## src/wfba_pkg.sv

```systemverilog
// shared types and constants of the worst-fit block allocator
package wfba_pkg;

   // fixed field widths of the channel words and the csr
   localparam int IN_INDEX_WIDTH = 4;
   localparam int IN_SIZE_WIDTH  = 16;
   localparam int COUNT_WIDTH    = 5;

   // mode codes of the request word
   localparam logic MODE_LOAD    = 1'b0;
   localparam logic MODE_REQUEST = 1'b1;

   // controller states
   typedef enum logic [2:0] {
      ST_IDLE,
      ST_START,
      ST_SCAN,
      ST_DRAIN,
      ST_UPDATE,
      ST_RESULT
   } state_type;

   // commands from controller to datapath
   typedef struct packed {
      logic latch;
      logic load;
      logic scan_step;
      logic update;
      logic emit;
   } cmd_type;

   // status from datapath to controller
   typedef struct packed {
      logic is_load;
      logic limit_zero;
      logic scan_last;
      logic out_free;
   } status_type;

endpackage

```

## src/wfba_if.sv

```systemverilog
// handshake interfaces of the request and response channels

interface wfba_req_if;
   logic                                 valid;
   logic                                 ready;
   logic                                 mode;
   logic [wfba_pkg::IN_INDEX_WIDTH-1:0]  block_index;
   logic [wfba_pkg::IN_SIZE_WIDTH-1:0]   size_value;

   modport source (output valid, output mode, output block_index, output size_value,
                   input ready);
   modport sink   (input valid, input mode, input block_index, input size_value,
                   output ready);
endinterface

interface wfba_rsp_if;
   logic                                 valid;
   logic                                 ready;
   logic                                 granted;
   logic [wfba_pkg::IN_INDEX_WIDTH-1:0]  chosen_block;
   logic [wfba_pkg::IN_SIZE_WIDTH-1:0]   remaining;

   modport source (output valid, output granted, output chosen_block, output remaining,
                   input ready);
   modport sink   (input valid, input granted, input chosen_block, input remaining,
                   output ready);
endinterface

```

## src/worst_fit_block_allocator_unit.sv

```systemverilog
// Worst-fit block allocator. Keeps the remaining free size of BLOCK_DEPTH memory
// blocks in a simple dual-port block memory (valid bits make every block read as zero
// after reset). A load word (mode 0) sets one block's size and answers with the
// block and its saturated size; an index beyond the memory is answered as not
// granted. A request word (mode 1) reads the first block_count blocks one per
// cycle through the memory read port, keeps the largest remaining size strictly
// above the request (ties to the highest index), subtracts the request and
// answers with the block and its new remaining size, or not granted with zeros.
// One word is worked on at a time: a load passes the start and result states, a
// request the start, scan, drain, update and result states (start, update and
// result when n is zero), n being block_count clamped to BLOCK_DEPTH, the scan
// running sequentially over the memory read port.
// The response sits in an output register, so the block takes the next request
// word while a response still waits to be taken. The user must write block_count
// through the csr port only while idle; the block itself does not enforce this.
module worst_fit_block_allocator_unit #(
   parameter int BLOCK_DEPTH = 16,
   parameter int SIZE_WIDTH  = 16
) (
   input  logic                             clock,
   input  logic                             reset,
   input  logic                             csr_write_enable,
   input  logic [wfba_pkg::COUNT_WIDTH-1:0] csr_write_data,
   wfba_req_if.sink                         req_chan,
   wfba_rsp_if.source                       rsp_chan
);

   wfba_pkg::cmd_type    cmd;
   wfba_pkg::status_type status;

   // sequencing of each word
   wfba_ctrl u_ctrl (
      .clock     (clock),
      .reset     (reset),
      .req_valid (req_chan.valid),
      .req_ready (req_chan.ready),
      .status    (status),
      .cmd       (cmd)
   );

   // storage, scan and response
   wfba_datapath #(
      .BLOCK_DEPTH (BLOCK_DEPTH),
      .SIZE_WIDTH  (SIZE_WIDTH)
   ) u_datapath (
      .clock            (clock),
      .reset            (reset),
      .csr_write_enable (csr_write_enable),
      .csr_write_data   (csr_write_data),
      .in_mode          (req_chan.mode),
      .in_block_index   (req_chan.block_index),
      .in_size_value    (req_chan.size_value),
      .out_ready        (rsp_chan.ready),
      .out_valid        (rsp_chan.valid),
      .out_granted      (rsp_chan.granted),
      .out_chosen_block (rsp_chan.chosen_block),
      .out_remaining    (rsp_chan.remaining),
      .cmd              (cmd),
      .status           (status)
   );

endmodule

```

## src/wfba_ctrl.sv

```systemverilog
// controller state machine of the worst-fit block allocator
module wfba_ctrl (
   input  logic                 clock,
   input  logic                 reset,
   input  logic                 req_valid,
   output logic                 req_ready,
   input  wfba_pkg::status_type status,
   output wfba_pkg::cmd_type    cmd
);

   wfba_pkg::state_type state_ff;
   wfba_pkg::state_type state_in;

   // state register
   always_ff @(posedge clock) begin
      if (reset) begin
         state_ff <= wfba_pkg::ST_IDLE;
      end else begin
         state_ff <= state_in;
      end
   end

   // next state and commands
   always_comb begin
      state_in  = state_ff;
      cmd       = '0;
      req_ready = 1'b0;
      case (state_ff)
         wfba_pkg::ST_IDLE: begin
            req_ready = 1'b1;
            if (req_valid) begin
               cmd.latch = 1'b1;
               state_in  = wfba_pkg::ST_START;
            end
         end
         wfba_pkg::ST_START: begin
            if (status.is_load) begin
               cmd.load = 1'b1;
               state_in = wfba_pkg::ST_RESULT;
            end else if (status.limit_zero) begin
               state_in = wfba_pkg::ST_UPDATE;
            end else begin
               state_in = wfba_pkg::ST_SCAN;
            end
         end
         wfba_pkg::ST_SCAN: begin
            cmd.scan_step = 1'b1;
            if (status.scan_last) begin
               state_in = wfba_pkg::ST_DRAIN;
            end
         end
         // last read word is compared here
         wfba_pkg::ST_DRAIN: begin
            state_in = wfba_pkg::ST_UPDATE;
         end
         wfba_pkg::ST_UPDATE: begin
            cmd.update = 1'b1;
            state_in   = wfba_pkg::ST_RESULT;
         end
         wfba_pkg::ST_RESULT: begin
            if (status.out_free) begin
               cmd.emit = 1'b1;
               state_in = wfba_pkg::ST_IDLE;
            end
         end
         default: begin
            state_in = wfba_pkg::ST_IDLE;
         end
      endcase
   end

endmodule

```

## src/wfba_datapath.sv

```systemverilog
// datapath: block memory, scan compare, result and output registers
module wfba_datapath #(
   parameter int BLOCK_DEPTH = 16,
   parameter int SIZE_WIDTH  = 16
) (
   input  logic                                clock,
   input  logic                                reset,
   input  logic                                csr_write_enable,
   input  logic [wfba_pkg::COUNT_WIDTH-1:0]    csr_write_data,
   input  logic                                in_mode,
   input  logic [wfba_pkg::IN_INDEX_WIDTH-1:0] in_block_index,
   input  logic [wfba_pkg::IN_SIZE_WIDTH-1:0]  in_size_value,
   input  logic                                out_ready,
   output logic                                out_valid,
   output logic                                out_granted,
   output logic [wfba_pkg::IN_INDEX_WIDTH-1:0] out_chosen_block,
   output logic [wfba_pkg::IN_SIZE_WIDTH-1:0]  out_remaining,
   input  wfba_pkg::cmd_type                   cmd,
   output wfba_pkg::status_type                status
);

   localparam int IDX_W = (BLOCK_DEPTH > 1) ? $clog2(BLOCK_DEPTH) : 1;
   localparam int CNT_W = $clog2(BLOCK_DEPTH + 1);
   localparam int CW    = (SIZE_WIDTH > wfba_pkg::IN_SIZE_WIDTH) ? SIZE_WIDTH
                                                                 : wfba_pkg::IN_SIZE_WIDTH;
   localparam logic [CW-1:0] SIZE_MAX = CW'({SIZE_WIDTH{1'b1}});

   // block memory with per-entry valid bits
   logic [SIZE_WIDTH-1:0]  mem [BLOCK_DEPTH];
   logic [BLOCK_DEPTH-1:0] valid_ff;

   logic [wfba_pkg::COUNT_WIDTH-1:0]    count_ff;
   logic                                mode_ff;
   logic [wfba_pkg::IN_INDEX_WIDTH-1:0] idx_ff;
   logic [wfba_pkg::IN_SIZE_WIDTH-1:0]  size_ff;
   logic [CNT_W-1:0]                    limit_ff;
   logic [CNT_W-1:0]                    limit_in;
   logic [CNT_W-1:0]                    addr_ff;
   logic [SIZE_WIDTH-1:0]               rd_data_ff;
   logic [IDX_W-1:0]                    rd_idx_ff;
   logic                                rd_valid_ff;
   logic [SIZE_WIDTH-1:0]               best_ff;
   logic [IDX_W-1:0]                    best_idx_ff;
   logic                                found_ff;
   logic                                res_granted_ff;
   logic [wfba_pkg::IN_INDEX_WIDTH-1:0] res_chosen_ff;
   logic [wfba_pkg::IN_SIZE_WIDTH-1:0]  res_rem_ff;
   logic                                rsp_valid_ff;
   logic                                rsp_granted_ff;
   logic [wfba_pkg::IN_INDEX_WIDTH-1:0] rsp_chosen_ff;
   logic [wfba_pkg::IN_SIZE_WIDTH-1:0]  rsp_rem_ff;

   logic                  take;
   logic                  load_hit;
   logic [SIZE_WIDTH-1:0] load_val;
   logic [SIZE_WIDTH-1:0] alloc_val;
   logic                  mem_we;
   logic [IDX_W-1:0]      mem_waddr;
   logic [SIZE_WIDTH-1:0] mem_wdata;

   // block count register
   always_ff @(posedge clock) begin
      if (reset) begin
         count_ff <= '0;
      end else if (csr_write_enable) begin
         count_ff <= csr_write_data;
      end
   end

   // blocks in use, clamped to the memory depth
   always_comb begin
      if (32'(count_ff) > BLOCK_DEPTH) begin
         limit_in = CNT_W'(BLOCK_DEPTH);
      end else begin
         limit_in = CNT_W'(count_ff);
      end
   end

   // compare of the word read in the previous cycle
   assign take = rd_valid_ff && (CW'(size_ff) < CW'(rd_data_ff))
                 && (!found_ff || (rd_data_ff >= best_ff));

   // load value saturates, allocation subtracts from the best block
   assign load_hit  = 32'(idx_ff) < BLOCK_DEPTH;
   assign load_val  = (CW'(size_ff) > SIZE_MAX) ? {SIZE_WIDTH{1'b1}}
                                                 : SIZE_WIDTH'(size_ff);
   assign alloc_val = SIZE_WIDTH'(CW'(best_ff) - CW'(size_ff));

   // memory write port selection
   always_comb begin
      mem_we    = 1'b0;
      mem_waddr = best_idx_ff;
      mem_wdata = alloc_val;
      if (cmd.load) begin
         mem_we    = load_hit;
         mem_waddr = IDX_W'(idx_ff);
         mem_wdata = load_val;
      end else if (cmd.update) begin
         mem_we    = found_ff;
      end
   end

   // memory write and registered read
   always_ff @(posedge clock) begin
      if (mem_we) begin
         mem[mem_waddr] <= mem_wdata;
      end
      if (cmd.scan_step) begin
         rd_data_ff <= valid_ff[addr_ff[IDX_W-1:0]] ? mem[addr_ff[IDX_W-1:0]] : '0;
         rd_idx_ff  <= addr_ff[IDX_W-1:0];
      end
   end

   // valid bits, cleared at reset
   always_ff @(posedge clock) begin
      if (reset) begin
         valid_ff <= '0;
      end else if (mem_we) begin
         valid_ff[mem_waddr] <= 1'b1;
      end
   end

   // input word latch and scan address
   always_ff @(posedge clock) begin
      if (cmd.latch) begin
         mode_ff  <= in_mode;
         idx_ff   <= in_block_index;
         size_ff  <= in_size_value;
         limit_ff <= limit_in;
      end
      if (cmd.latch) begin
         addr_ff <= '0;
      end else if (cmd.scan_step) begin
         addr_ff <= addr_ff + 1'b1;
      end
   end

   // running best of the scan
   always_ff @(posedge clock) begin
      if (reset) begin
         rd_valid_ff <= 1'b0;
         found_ff    <= 1'b0;
      end else begin
         rd_valid_ff <= cmd.scan_step;
         if (cmd.latch) begin
            found_ff <= 1'b0;
         end else if (take) begin
            found_ff <= 1'b1;
         end
      end
   end

   always_ff @(posedge clock) begin
      if (take) begin
         best_ff     <= rd_data_ff;
         best_idx_ff <= rd_idx_ff;
      end
   end

   // result word of the current item
   always_ff @(posedge clock) begin
      if (cmd.load) begin
         res_granted_ff <= load_hit;
         res_chosen_ff  <= load_hit ? idx_ff : '0;
         res_rem_ff     <= load_hit ? wfba_pkg::IN_SIZE_WIDTH'(load_val) : '0;
      end else if (cmd.update) begin
         res_granted_ff <= found_ff;
         res_chosen_ff  <= found_ff ? wfba_pkg::IN_INDEX_WIDTH'(best_idx_ff) : '0;
         res_rem_ff     <= found_ff ? wfba_pkg::IN_SIZE_WIDTH'(alloc_val) : '0;
      end
   end

   // output register
   always_ff @(posedge clock) begin
      if (reset) begin
         rsp_valid_ff <= 1'b0;
      end else if (cmd.emit) begin
         rsp_valid_ff <= 1'b1;
      end else if (out_ready) begin
         rsp_valid_ff <= 1'b0;
      end
   end

   always_ff @(posedge clock) begin
      if (cmd.emit) begin
         rsp_granted_ff <= res_granted_ff;
         rsp_chosen_ff  <= res_chosen_ff;
         rsp_rem_ff     <= res_rem_ff;
      end
   end

   assign out_valid        = rsp_valid_ff;
   assign out_granted      = rsp_granted_ff;
   assign out_chosen_block = rsp_chosen_ff;
   assign out_remaining    = rsp_rem_ff;

   // status to the controller
   assign status.is_load    = (mode_ff == wfba_pkg::MODE_LOAD);
   assign status.limit_zero = (limit_ff == '0);
   assign status.scan_last  = (addr_ff == CNT_W'(limit_ff - 1'b1));
   assign status.out_free   = !rsp_valid_ff || out_ready;

endmodule
```

## src/flat_wrapper.sv

```systemverilog
// flat-port wrapper written by rule: the top's interface ports become plain ports
module worst_fit_block_allocator_unit_flat 
#(
   parameter int BLOCK_DEPTH = 16,
   parameter int SIZE_WIDTH  = 16
)
  (clock, reset, csr_write_enable, csr_write_data, req_chan_valid, req_chan_mode, req_chan_block_index, req_chan_size_value, req_chan_ready, rsp_chan_valid, rsp_chan_granted, rsp_chan_chosen_block, rsp_chan_remaining, rsp_chan_ready);
  wfba_req_if req_chan_i ();
  wfba_rsp_if rsp_chan_i ();
  input  logic clock;
  input  logic reset;
  input  logic csr_write_enable;
  input  logic [wfba_pkg::COUNT_WIDTH-1:0] csr_write_data;
  input wire logic [$bits(req_chan_i.valid)-1:0] req_chan_valid;
  input wire logic [$bits(req_chan_i.mode)-1:0] req_chan_mode;
  input wire logic [$bits(req_chan_i.block_index)-1:0] req_chan_block_index;
  input wire logic [$bits(req_chan_i.size_value)-1:0] req_chan_size_value;
  output wire logic [$bits(req_chan_i.ready)-1:0] req_chan_ready;
  output wire logic [$bits(rsp_chan_i.valid)-1:0] rsp_chan_valid;
  output wire logic [$bits(rsp_chan_i.granted)-1:0] rsp_chan_granted;
  output wire logic [$bits(rsp_chan_i.chosen_block)-1:0] rsp_chan_chosen_block;
  output wire logic [$bits(rsp_chan_i.remaining)-1:0] rsp_chan_remaining;
  input wire logic [$bits(rsp_chan_i.ready)-1:0] rsp_chan_ready;
  assign req_chan_i.valid = req_chan_valid;
  assign req_chan_i.mode = req_chan_mode;
  assign req_chan_i.block_index = req_chan_block_index;
  assign req_chan_i.size_value = req_chan_size_value;
  assign req_chan_ready = req_chan_i.ready;
  assign rsp_chan_valid = rsp_chan_i.valid;
  assign rsp_chan_granted = rsp_chan_i.granted;
  assign rsp_chan_chosen_block = rsp_chan_i.chosen_block;
  assign rsp_chan_remaining = rsp_chan_i.remaining;
  assign rsp_chan_i.ready = rsp_chan_ready;
  worst_fit_block_allocator_unit #(.BLOCK_DEPTH(BLOCK_DEPTH), .SIZE_WIDTH(SIZE_WIDTH)) u_core (.clock(clock), .reset(reset), .csr_write_enable(csr_write_enable), .csr_write_data(csr_write_data), .req_chan(req_chan_i), .rsp_chan(rsp_chan_i));
endmodule
```

## config.mk

```make
export PLATFORM = sky130hd
export DESIGN_NAME = worst_fit_block_allocator_unit_flat
export DESIGN_NICKNAME = d
export VERILOG_FILES = /design/src/wfba_pkg.sv /design/src/wfba_if.sv /design/src/worst_fit_block_allocator_unit.sv /design/src/wfba_ctrl.sv /design/src/wfba_datapath.sv /design/src/flat_wrapper.sv
export SDC_FILE = /design/constraint.sdc
export NUM_CORES = 1
export LEC_CHECK = 0
export ABC_AREA = 0
export BUFFER_PORTS_ARGS = -buffer_cell sky130_fd_sc_hd__buf_2
export CORE_MARGIN = 2
export CORE_UTILIZATION = 60
export CTS_BUF_LIST = sky130_fd_sc_hd__clkbuf_8
export DETAILED_ROUTE_END_ITERATION = 10
export PLACE_DENSITY_LB_ADDON = 0.2
export SLEW_MARGIN = 20
export SYNTH_ARGS = -nofsm -noshare
export SYNTH_HDL_FRONTEND = slang
export SYNTH_SLANG_ARGS = --single-unit
export TNS_END_PERCENT = 5
```

## constraint.sdc

```tcl
create_clock -name clock -period 8.01 [get_ports clock]
set_input_delay 1.2015 -clock clock [delete_from_list [all_inputs] [get_ports clock]]
set_output_delay 1.2015 -clock clock [all_outputs]
set_load 0.03 [all_outputs]
```

==> results.txt, run 1 <==
Filler cells: 1818
YS warnings: 0
Pins Over Slew Limit: 0
Synthesis-stage register bit count: 396
Kind of end point of the critical path: flop
Worst path required time: 8160 ps
First-pass GRT wire length: 54.2 mm
Area grow syn2layout: 11.8%
Tot Pwr: 4.91 mW
Compound-Gate Fraction of Synth Area: 0.0564
1st-iter DRT viols: 926
Drt via density: 6.12
Crit Reg-Reg Endpoint: u_core.u_datapath.mem[4][13]$_DFFE_PP_
Worst Hold Path EP: u_core.u_datapath.best_idx_ff[1]$_DFFE_PP_
HP Start: u_core.u_datapath.rd_idx_ff[1]$_DFFE_PP_
Most common cell in the netlist: edfxtp_1
Worst R2R Path Depth: 8
Crit-path max FO: 16
XOR/XNOR share of the synthesized area: 0.0106
Cell Rows: 60
Post-synthesis cell area: 16600 um^2
Worst EP arrival: 3390 ps
Fin crit share: 0.404
DIE HEIGHT: 170 um
Worst setup SP type: flop
Main combinational cell family by area after synthesis: multiplexers
Sequential fraction of the synthesis area: 0.697
HP Class: reg -> reg
Total negative slack: 0 ps
Clk_skew: 31.0 ps
Nets: 1148
Top_reg_cell synth: edfxtp_1
DRT Wirelength: 36.2 mm
Vias in the first global route: 9100
Clock Path Buffers: 3
Leading post-synthesis cells by cell area: edfxtp_1 (66%), mux4_2 (11%), dfxtp_1 (4.0%), ha_1 (3.6%), inv_1 (1.2%)
Non-Filler Instances: 1460
Core Util, Final: 0.687
Root Driver: clkbuf_8
Clk sink count: 396
Avg Inst Size Synth: 17.1 um^2
CTS H-tree lvls: 3
Routed Antenna Nets: 0
Post-synthesis async set-or-reset flop share: 0
CTS clk-pin slew, worst paths: 60 ps
Detail Placement HPWL: 23.9 mm
Tmin final: 3240 ps
Input/output buffers: 53
Synth Area in Simple Gates: 0.0543
Layout cells sized above 1: 0.250
Power Density: 264 nW/um^2
Critical path class: reg -> reg
TritonCTS Buffers: 66
# diodes: 0
Share of the synthesized area in the top cell type: 0.657
1st-pass router iterations: 5
Gate Count Post-Synth: 970
Fin. Hold Viols: 0
Post-synth EDFFs: 363
Post-CTS Setup Repair Bufs: 0
Yosys cell types: 52
Syn_nets: 1050
WL/cell: 24.8 um
Initial cell density of the core: 0.614
RSZ-0062 raised after global routing: no
Clock latency on the worst-skew pair: 580 ps
DR DRC count: 0
Number of antenna violations at the first check in global routing: 2
Hold buffer count at CTS: 0
Mux cell area share after synthesis: 0.119
Dpl cells: 1341
Least-Margin Pin Slew: 1040 ps
Grt ovf: 0
Hold depth: 0
Relative slew margins: 0.299
Status: complete, no violations
Detailed-route via count: 8940
Synth cell count leaders: edfxtp_1 (363), mux4_2 (84), inv_1 (55), ha_1 (48), nor2_1 (44)
Die Wd: 170 um
Synthesized-area fraction occupied by adder cells: 0.0374
Routability cong.: 0.893
GRT Total Usage: 0.261
VDD IR max: 0.000175 V
Core area: 27000 um^2
Leakage: 6.49 nW
CTS resizes: 0
CP cell instances: inv_1 > ha_1 > o211ai_1 > a211oi_1 > nor2_1 > o21ai_1 > o211ai_1 > a221o_1
Final setup fails: 0
Die ar.: 29000 um^2
RR Startpoint: u_core.u_datapath.size_ff[4]$_DFFE_PP_
Cell taking the most area after synthesis: edfxtp_1
Reg-to-reg slack, setup: 4770 ps
Largest incremental delay on the critical path: 620 ps
Pin count of the biggest net entering global routing: 45
Max-cap violations: 0
CTS tree: built
F_max: 309 MHz
Most frequent cell on the critical path: o211ai_1
Worst path slowest cell: a221o_1
I/O pin total: 54
layout make-up:
cell class              instances  area, um^2  area share
clock buffers                  70         963      0.0519
clock inverters                49         268      0.0144
inverters                      55         206      0.0111
multi-input cells             476        4710       0.254
flip-flops and latches        396       11600       0.623
well taps                     341         427      0.0230
repair buffers                 73         415      0.0224
through the flow:
step | hold slack, ps | setup slack, ps | instance area, um^2
global placement | 401 | 4630 | 17300
CTS | 398 | 4760 | 18500
detailed placement | 405 | 4770 | 17300
finish | 398 | 4770 | 18600
global route | 417 | 4530 | 18600
floorplan | 400 | 4930 | 16600
power breakdown:
| group | leakage, nW | internal (mW) | total (mW) | switching (mW) |
|---|---|---|---|---|
| Combinational | 2.18 | 0.280 | 0.734 | 0.454 |
| Clock | 0.727 | 0.876 | 1.65 | 0.779 |
| Sequential | 3.58 | 2.45 | 2.52 | 0.0718 |
registers in the layout, summed over array words and instances, names as in the netlist, 3 cells and up:
signal / flops
u_core.u_datapath.rd_idx_ff: 4
u_core.u_ctrl.state_ff: 3
u_core.u_datapath.rd_data_ff: 16
u_core.u_datapath.count_ff: 5
u_core.u_datapath.valid_ff: 16
u_core.u_datapath.mem: 256
u_core.u_datapath.best_idx_ff: 4
u_core.u_datapath.best_ff: 16
u_core.u_datapath.res_rem_ff: 16
u_core.u_datapath.idx_ff: 4
u_core.u_datapath.out_remaining: 16
u_core.u_datapath.size_ff: 16
u_core.u_datapath.addr_ff: 5
u_core.u_datapath.limit_ff: 5
u_core.u_datapath.res_chosen_ff: 4
u_core.u_datapath.out_chosen_block: 4
critical path: cells and delay by family, from the launching register on:
family / cells / cell delay (ps)
adder cells (fa/ha/maj): 1 / 400
AO/OA/AOI/OAI: 5 / 1770
flip-flops: 1 / 360
AND/OR/NAND/NOR: 1 / 180
buffers and inverters: 1 / 90
worst max-delay path by stage:
| stage | depth (start not counted) | start | end |
|---|---|---|---|
| after floorplan | 10 | u_core.u_datapath.best_ff[0]$_DFFE_PP_ | u_core.u_datapath.mem[0][10]$_DFFE_PP_ |
| after global placement | 8 | u_core.u_datapath.size_ff[4]$_DFFE_PP_ | u_core.u_datapath.mem[10][9]$_DFFE_PP_ |
| after detailed placement | 5 | u_core.u_ctrl.state_ff[2]$_SDFFE_PP0P_ | u_core.u_datapath.mem[10][3]$_DFFE_PP_ |
| after CTS | 5 | u_core.u_ctrl.state_ff[2]$_SDFFE_PP0P_ | u_core.u_datapath.mem[10][11]$_DFFE_PP_ |
| after global routing | 5 | u_core.u_ctrl.state_ff[2]$_SDFFE_PP0P_ | u_core.u_datapath.mem[0][2]$_DFFE_PP_ |
| final | 8 | u_core.u_datapath.size_ff[4]$_DFFE_PP_ | u_core.u_datapath.mem[4][13]$_DFFE_PP_ |
logic make-up after synthesis:
family,Yosys count
adders and majority gates,49
and+or+nand+nor,175
muxes,92
DFF,396
xor gates and xnor gates,20
AOI/OAI and AO/OA,140
buffers and inverters,98
routing by layer:
metal | vias to the layer above | share of wire | global-route usage | wire (um)
met5 | - | 0.00044 | 0 | 16
li1 | 3988 | - | - | -
met1 | 4467 | 0.39 | 0.339 | 14200
met3 | 107 | 0.077 | 0.0614 | 2790
met2 | 376 | 0.48 | 0.423 | 17600
met4 | 2 | 0.045 | 0.122 | 1640
cells in the final DEF (no fill, tap or decap), types with 5 or more instances in the layout:
cell | Yosys | routed
edfxtp_1 | 363 | 363
inv_1 | 55 | 85
mux4_2 | 84 | 84
clkbuf_8 | 0 | 70
buf_2 | 15 | 53
ha_1 | 48 | 48
nand2_1 | 38 | 38
dfxtp_1 | 33 | 30
a21oi_1 | 33 | 28
nor2b_1 | 27 | 27
o21ai_0 | 28 | 26
nor2_1 | 44 | 26
buf_4 | 0 | 20
nor2_2 | 0 | 17
a21o_1 | 17 | 17
nand4_1 | 13 | 13
xor2_1 | 12 | 12
nand2b_1 | 11 | 11
o21ba_2 | 11 | 11
nor3_1 | 10 | 10
nand3_1 | 9 | 9
mux2i_1 | 8 | 8
clkinv_1 | 0 | 8
o211ai_1 | 7 | 7
xnor2_1 | 8 | 7
nor3b_1 | 7 | 7
o21a_1 | 5 | 5
a211oi_1 | 5 | 5
o21ai_1 | 4 | 5
a31oi_1 | 5 | 5
o21ba_1 | 5 | 5
(Power assumes the default switching activity.)
==> run 2, diff against run 1 <==
clock period = 3.2 ns   (was 8.01 ns; I/O delays follow)
==> results.txt, run 2 (synthesized netlist as in run 1, its figures left out) <==
Die ar.: 29000 um^2
Final setup fails: 0
Pin count of the biggest net entering global routing: 73
Fin. Hold Viols: 0
Hold depth: 1
Largest incremental delay on the critical path: 450 ps
Vias in the first global route: 8879
Routability cong.: 0.925
GRT Total Usage: 0.249
Input/output buffers: 53
VDD IR max: 0.000300 V
CTS resizes: 0
Largest register FFs: 256
Status: complete, no violations
DIE HEIGHT: 170 um
Most common cell after layout, fill and taps aside: edfxtp_1
Met2 Track Usage GR: 0.405
Fin crit share: 0.933
Initial cell density of the core: 0.614
Clock Path Buffers: 3
Most frequent cells in the layout: edfxtp_1 (363), mux4_2 (84), inv_1 (75), clkbuf_8 (62), buf_2 (53)
Clk sink count: 396
Worst Hold Path EP: u_core.u_datapath.size_ff[9]$_DFFE_PP_
Clock latency on the worst-skew pair: 610 ps
Critical path class: reg -> reg
Grt ovf: 0
CTS H-tree lvls: 2
I/O pin total: 54
Detailed-route via count: 8961
Nets: 1175
# diodes: 0
CTS tree: built
Clk_skew: 25.5 ps
Met3 Use GR: 0.0384
Area grow syn2layout: 12.6%
Max-cap violations: 0
Kind of end point of the critical path: flop
Least-Margin Pin Slew: 877 ps
Worst slack, placed: 331 ps
First-pass GRT wire length: 52.5 mm
1st-iter DRT viols: 1068
Worst EP arrival: 3430 ps
Worst R2R Path Depth: 10
Worst setup SP type: flop
Core area: 27000 um^2
Root Driver: clkbuf_8
Worst path slowest cell: o31ai_1
Leakage: 6.59 nW
Most Crowded Layer GR: met2
Crit Reg-Reg Endpoint: u_core.u_datapath.res_rem_ff[6]$_DFFE_PP_
Post-route setup slack: 216 ps
Pins Over Slew Limit: 0
Total negative slack: 0 ps
Number of antenna violations at the first check in global routing: 0
Biggest register: u_core.u_datapath.mem
Drt via density: 6.03
Worst path required time: 3650 ps
Post-CTS Setup Repair Bufs: 0
Power Density: 631 nW/um^2
HP Start: req_chan_size_value[9]
Die Wd: 170 um
HP Class: in -> reg
Crit-path max FO: 17
Relative slew margins: 0.409
CTS clk-pin slew, worst paths: 60 ps
Reg-to-reg slack, setup: 220 ps
Hold buffer count at CTS: 0
Most frequent cell on the critical path: inv_1
WL/cell: 23.4 um
Routed Antenna Nets: 0
Detail Placement HPWL: 21.6 mm
RR Startpoint: u_core.u_datapath.best_ff[0]$_DFFE_PP_
RSZ-0062 raised after global routing: no
Cell Rows: 60
Layout cells sized above 1: 0.266
Tmin final: 2980 ps
DRT Wirelength: 34.8 mm
DR DRC count: 0
CP cell instances: inv_1 > ha_1 > inv_1 > fa_1 > a21o_1 > a311o_1 > and2_1 > o31ai_1 > buf_4 > nor2b_1
Core Util, Final: 0.691
1st-pass router iterations: 6
F_max: 335 MHz
Met1 GRT Util: 0.348
TritonCTS Buffers: 59
[run 2: routing by layer]
| metal | share of wire | vias up |
|---|---|---|
| li1 | - | 4053 |
| met3 | 0.078 | 77 |
| met4 | 0.028 | 0 |
| met5 | 0 | - |
| met1 | 0.41 | 4449 |
| met2 | 0.49 | 382 |
[run 2: worst max path at each step]
stage	start	endpoint	depth (start not counted)
after floorplan	u_core.u_datapath.best_ff[0]$_DFFE_PP_	u_core.u_datapath.mem[0][10]$_DFFE_PP_	10
after global placement	u_core.u_datapath.best_ff[0]$_DFFE_PP_	u_core.u_datapath.mem[9][10]$_DFFE_PP_	11
after detailed placement	u_core.u_datapath.best_ff[0]$_DFFE_PP_	u_core.u_datapath.res_rem_ff[6]$_DFFE_PP_	10
after CTS	u_core.u_datapath.best_ff[0]$_DFFE_PP_	u_core.u_datapath.res_rem_ff[6]$_DFFE_PP_	10
after global routing	u_core.u_datapath.best_ff[0]$_DFFE_PP_	u_core.u_datapath.mem[2][10]$_DFFE_PP_	11
final	u_core.u_datapath.best_ff[0]$_DFFE_PP_	u_core.u_datapath.res_rem_ff[6]$_DFFE_PP_	10
[run 2: report_power, final]
part           total, mW  switching (mW)  internal (mW)  leakage [nW]
Sequential          6.25           0.129           6.12          3.58
Combinational       1.71           0.969          0.743          2.36
Clock               3.83            1.86           1.97         0.654
Total               11.8            2.96           8.83          6.59
[run 2: metrics by stage]
stage / instance area, um^2 / instances / hold slack, ps / total power [mW]
floorplan: 16600 / 970 / 400 / 7.53
global placement: 17600 / 1375 / 401 / 8.03
detailed placement: 17600 / 1375 / 405 / 8.07
CTS: 18700 / 1486 / 16.0 / 11.9
global route: 18700 / 1486 / 23.7 / 12.3
finish: 18700 / 1486 / 52.3 / 11.8
[run 2: final cells by class]
cell class / instances / area (um^2)
Clock inverter: 49 / 268
Multi-Input combinational cell: 476 / 4660
Clock buffer: 62 / 853
Inverter: 55 / 206
Tap cell: 341 / 427
Fill cell: 1762 / 8340
Timing Repair Buffer: 107 / 708
Sequential cell: 396 / 11600
[run 2: critical path, delay by kind of cell (launching register included)]
family | cells | cell delay (ps)
buffers and inverters | 3 | 440
and+or+nand+nor | 2 | 330
AOI/OAI and AO/OA | 3 | 1110
adders and majority gates | 2 | 550
DFF | 1 | 400
==> run 3, diff against run 2 <==
MAX_ROUTING_LAYER = met4   (was default)
==> results.txt, run 3 (synthesized netlist as in run 1, its figures left out) <==
Status: complete, no violations
Clock Path Buffers: 3
Detail Placement HPWL: 21.3 mm
HP Class: in -> reg
CTS H-tree lvls: 2
1st-iter DRT viols: 916
Routed Antenna Nets: 0
Detailed-route via count: 9002
Core area: 27000 um^2
Number of antenna violations at the first check in global routing: 0
F_max: 339 MHz
VDD IR max: 0.000368 V
Fin. Hold Viols: 0
Most frequent cell on the critical path: inv_1
Pins Over Slew Limit: 0
Die Wd: 170 um
Most frequent cells in the layout: edfxtp_1 (363), mux4_2 (84), inv_1 (79), clkbuf_8 (62), buf_2 (53)
Kind of end point of the critical path: flop
GRT Total Usage: 0.256
I/O pin total: 54
Layout cells sized above 1: 0.262
Critical path class: reg -> reg
CTS clk-pin slew, worst paths: 60 ps
Cell Rows: 60
Final setup fails: 0
Leakage: 6.61 nW
Max-cap violations: 0
RSZ-0062 raised after global routing: no
Footprint of the multi-input gates: 4660 um^2
Worst setup SP type: flop
Clk_skew: 44.8 ps
Tmin final: 2950 ps
Post-CTS Setup Repair Bufs: 0
Drt via density: 6.04
Worst path required time: 3540 ps
Relative slew margins: 0.396
# diodes: 0
Root Driver: clkbuf_8
Area grow syn2layout: 12.9%
CTS resizes: 0
Largest incremental delay on the critical path: 440 ps
First-pass GRT wire length: 52.5 mm
Filler cells: 1761
Hold buffer count at CTS: 0
CP cell instances: inv_1 > ha_1 > inv_1 > fa_1 > a21o_1 > a311o_1 > and2_1 > a41oi_1 > xor2_1 > o21ai_0 > buf_4
Total negative slack: 0 ps
Input/output buffers: 53
Most common cell after layout, fill and taps aside: edfxtp_1
Crit-path max FO: 16
TritonCTS Buffers: 61
Post-route setup slack: 252 ps
Largest register FFs: 256
Core Util, Final: 0.693
Die ar.: 29000 um^2
FF+latch area: 11600 um^2
Initial cell density of the core: 0.614
1st-pass router iterations: 5
Clk sink count: 396
Power Density: 631 nW/um^2
Biggest register: u_core.u_datapath.mem
Fin crit share: 0.921
Vias in the first global route: 8986
Worst path slowest cell: a311o_1
Clock latency on the worst-skew pair: 630 ps
WL/cell: 23.0 um
DRT Wirelength: 34.4 mm
Worst EP arrival: 3290 ps
Grt ovf: 0
Worst slack, placed: 305 ps
Nets: 1177
Pin count of the biggest net entering global routing: 73
Routability cong.: 0.916
CTS tree: built
Least-Margin Pin Slew: 897 ps
DIE HEIGHT: 170 um
DR DRC count: 0
## run 3: per-stage QoR
stage               instances  power [mW]  hold slack [ps]  instance area, um^2
floorplan                 970        7.53              400                16600
global placement         1375        8.02              401                17600
detailed placement       1375        8.06              405                17600
CTS                      1491        11.9             9.32                18700
global route             1491        12.3             17.1                18700
finish                   1491        11.8             41.1                18700
## run 3: area by class of cell
cell class,count,area share
inverter,55,0.0110
timing repair buffer,107,0.0385
sequential,396,0.618
tap,341,0.0228
multi-input combinational,476,0.249
clock inverter,54,0.0157
clock buffer,62,0.0456
## run 3: routing by layer
| layer | global-route usage | up-vias | share of wire |
|---|---|---|---|
| met5 | - | - | 0 |
| met4 | 0.0706 | 0 | 0.017 |
| met3 | 0.0451 | 56 | 0.084 |
| met2 | 0.400 | 358 | 0.48 |
| met1 | 0.354 | 4538 | 0.41 |
| li1 | - | 4050 | - |
## run 3: worst paths after layout
| kind | depth (start not counted) | end | slack, ps | startpoint |
|---|---|---|---|---|
| worst max register to register | 11 | u_core.u_datapath.mem[7][10]$_DFFE_PP_ | 250 | u_core.u_datapath.best_ff[0]$_DFFE_PP_ |
| worst min register to register | 0 | u_core.u_datapath.out_remaining[12]$_DFFE_PP_ | 420 | u_core.u_datapath.res_rem_ff[12]$_DFFE_PP_ |
| worst max-delay path | 11 | u_core.u_datapath.mem[7][10]$_DFFE_PP_ | 250 | u_core.u_datapath.best_ff[0]$_DFFE_PP_ |
| worst min-delay path | 1 | u_core.u_datapath.size_ff[14]$_DFFE_PP_ | 40 | req_chan_size_value[14] |
## run 3: critical path, delay by kind of cell, from the launching register on
family	cells	cell delay, ps
fa+ha+maj	2	570
buf+inv	3	330
flops	1	400
compound gates	4	1000
xor+xnor	1	210
simple gates	1	200
## run 3: power breakdown
part           switching (mW)  internal [mW]  total, mW
clock                    1.90           1.98       3.88
sequential              0.120           6.12       6.24
combinational           0.964          0.744       1.71
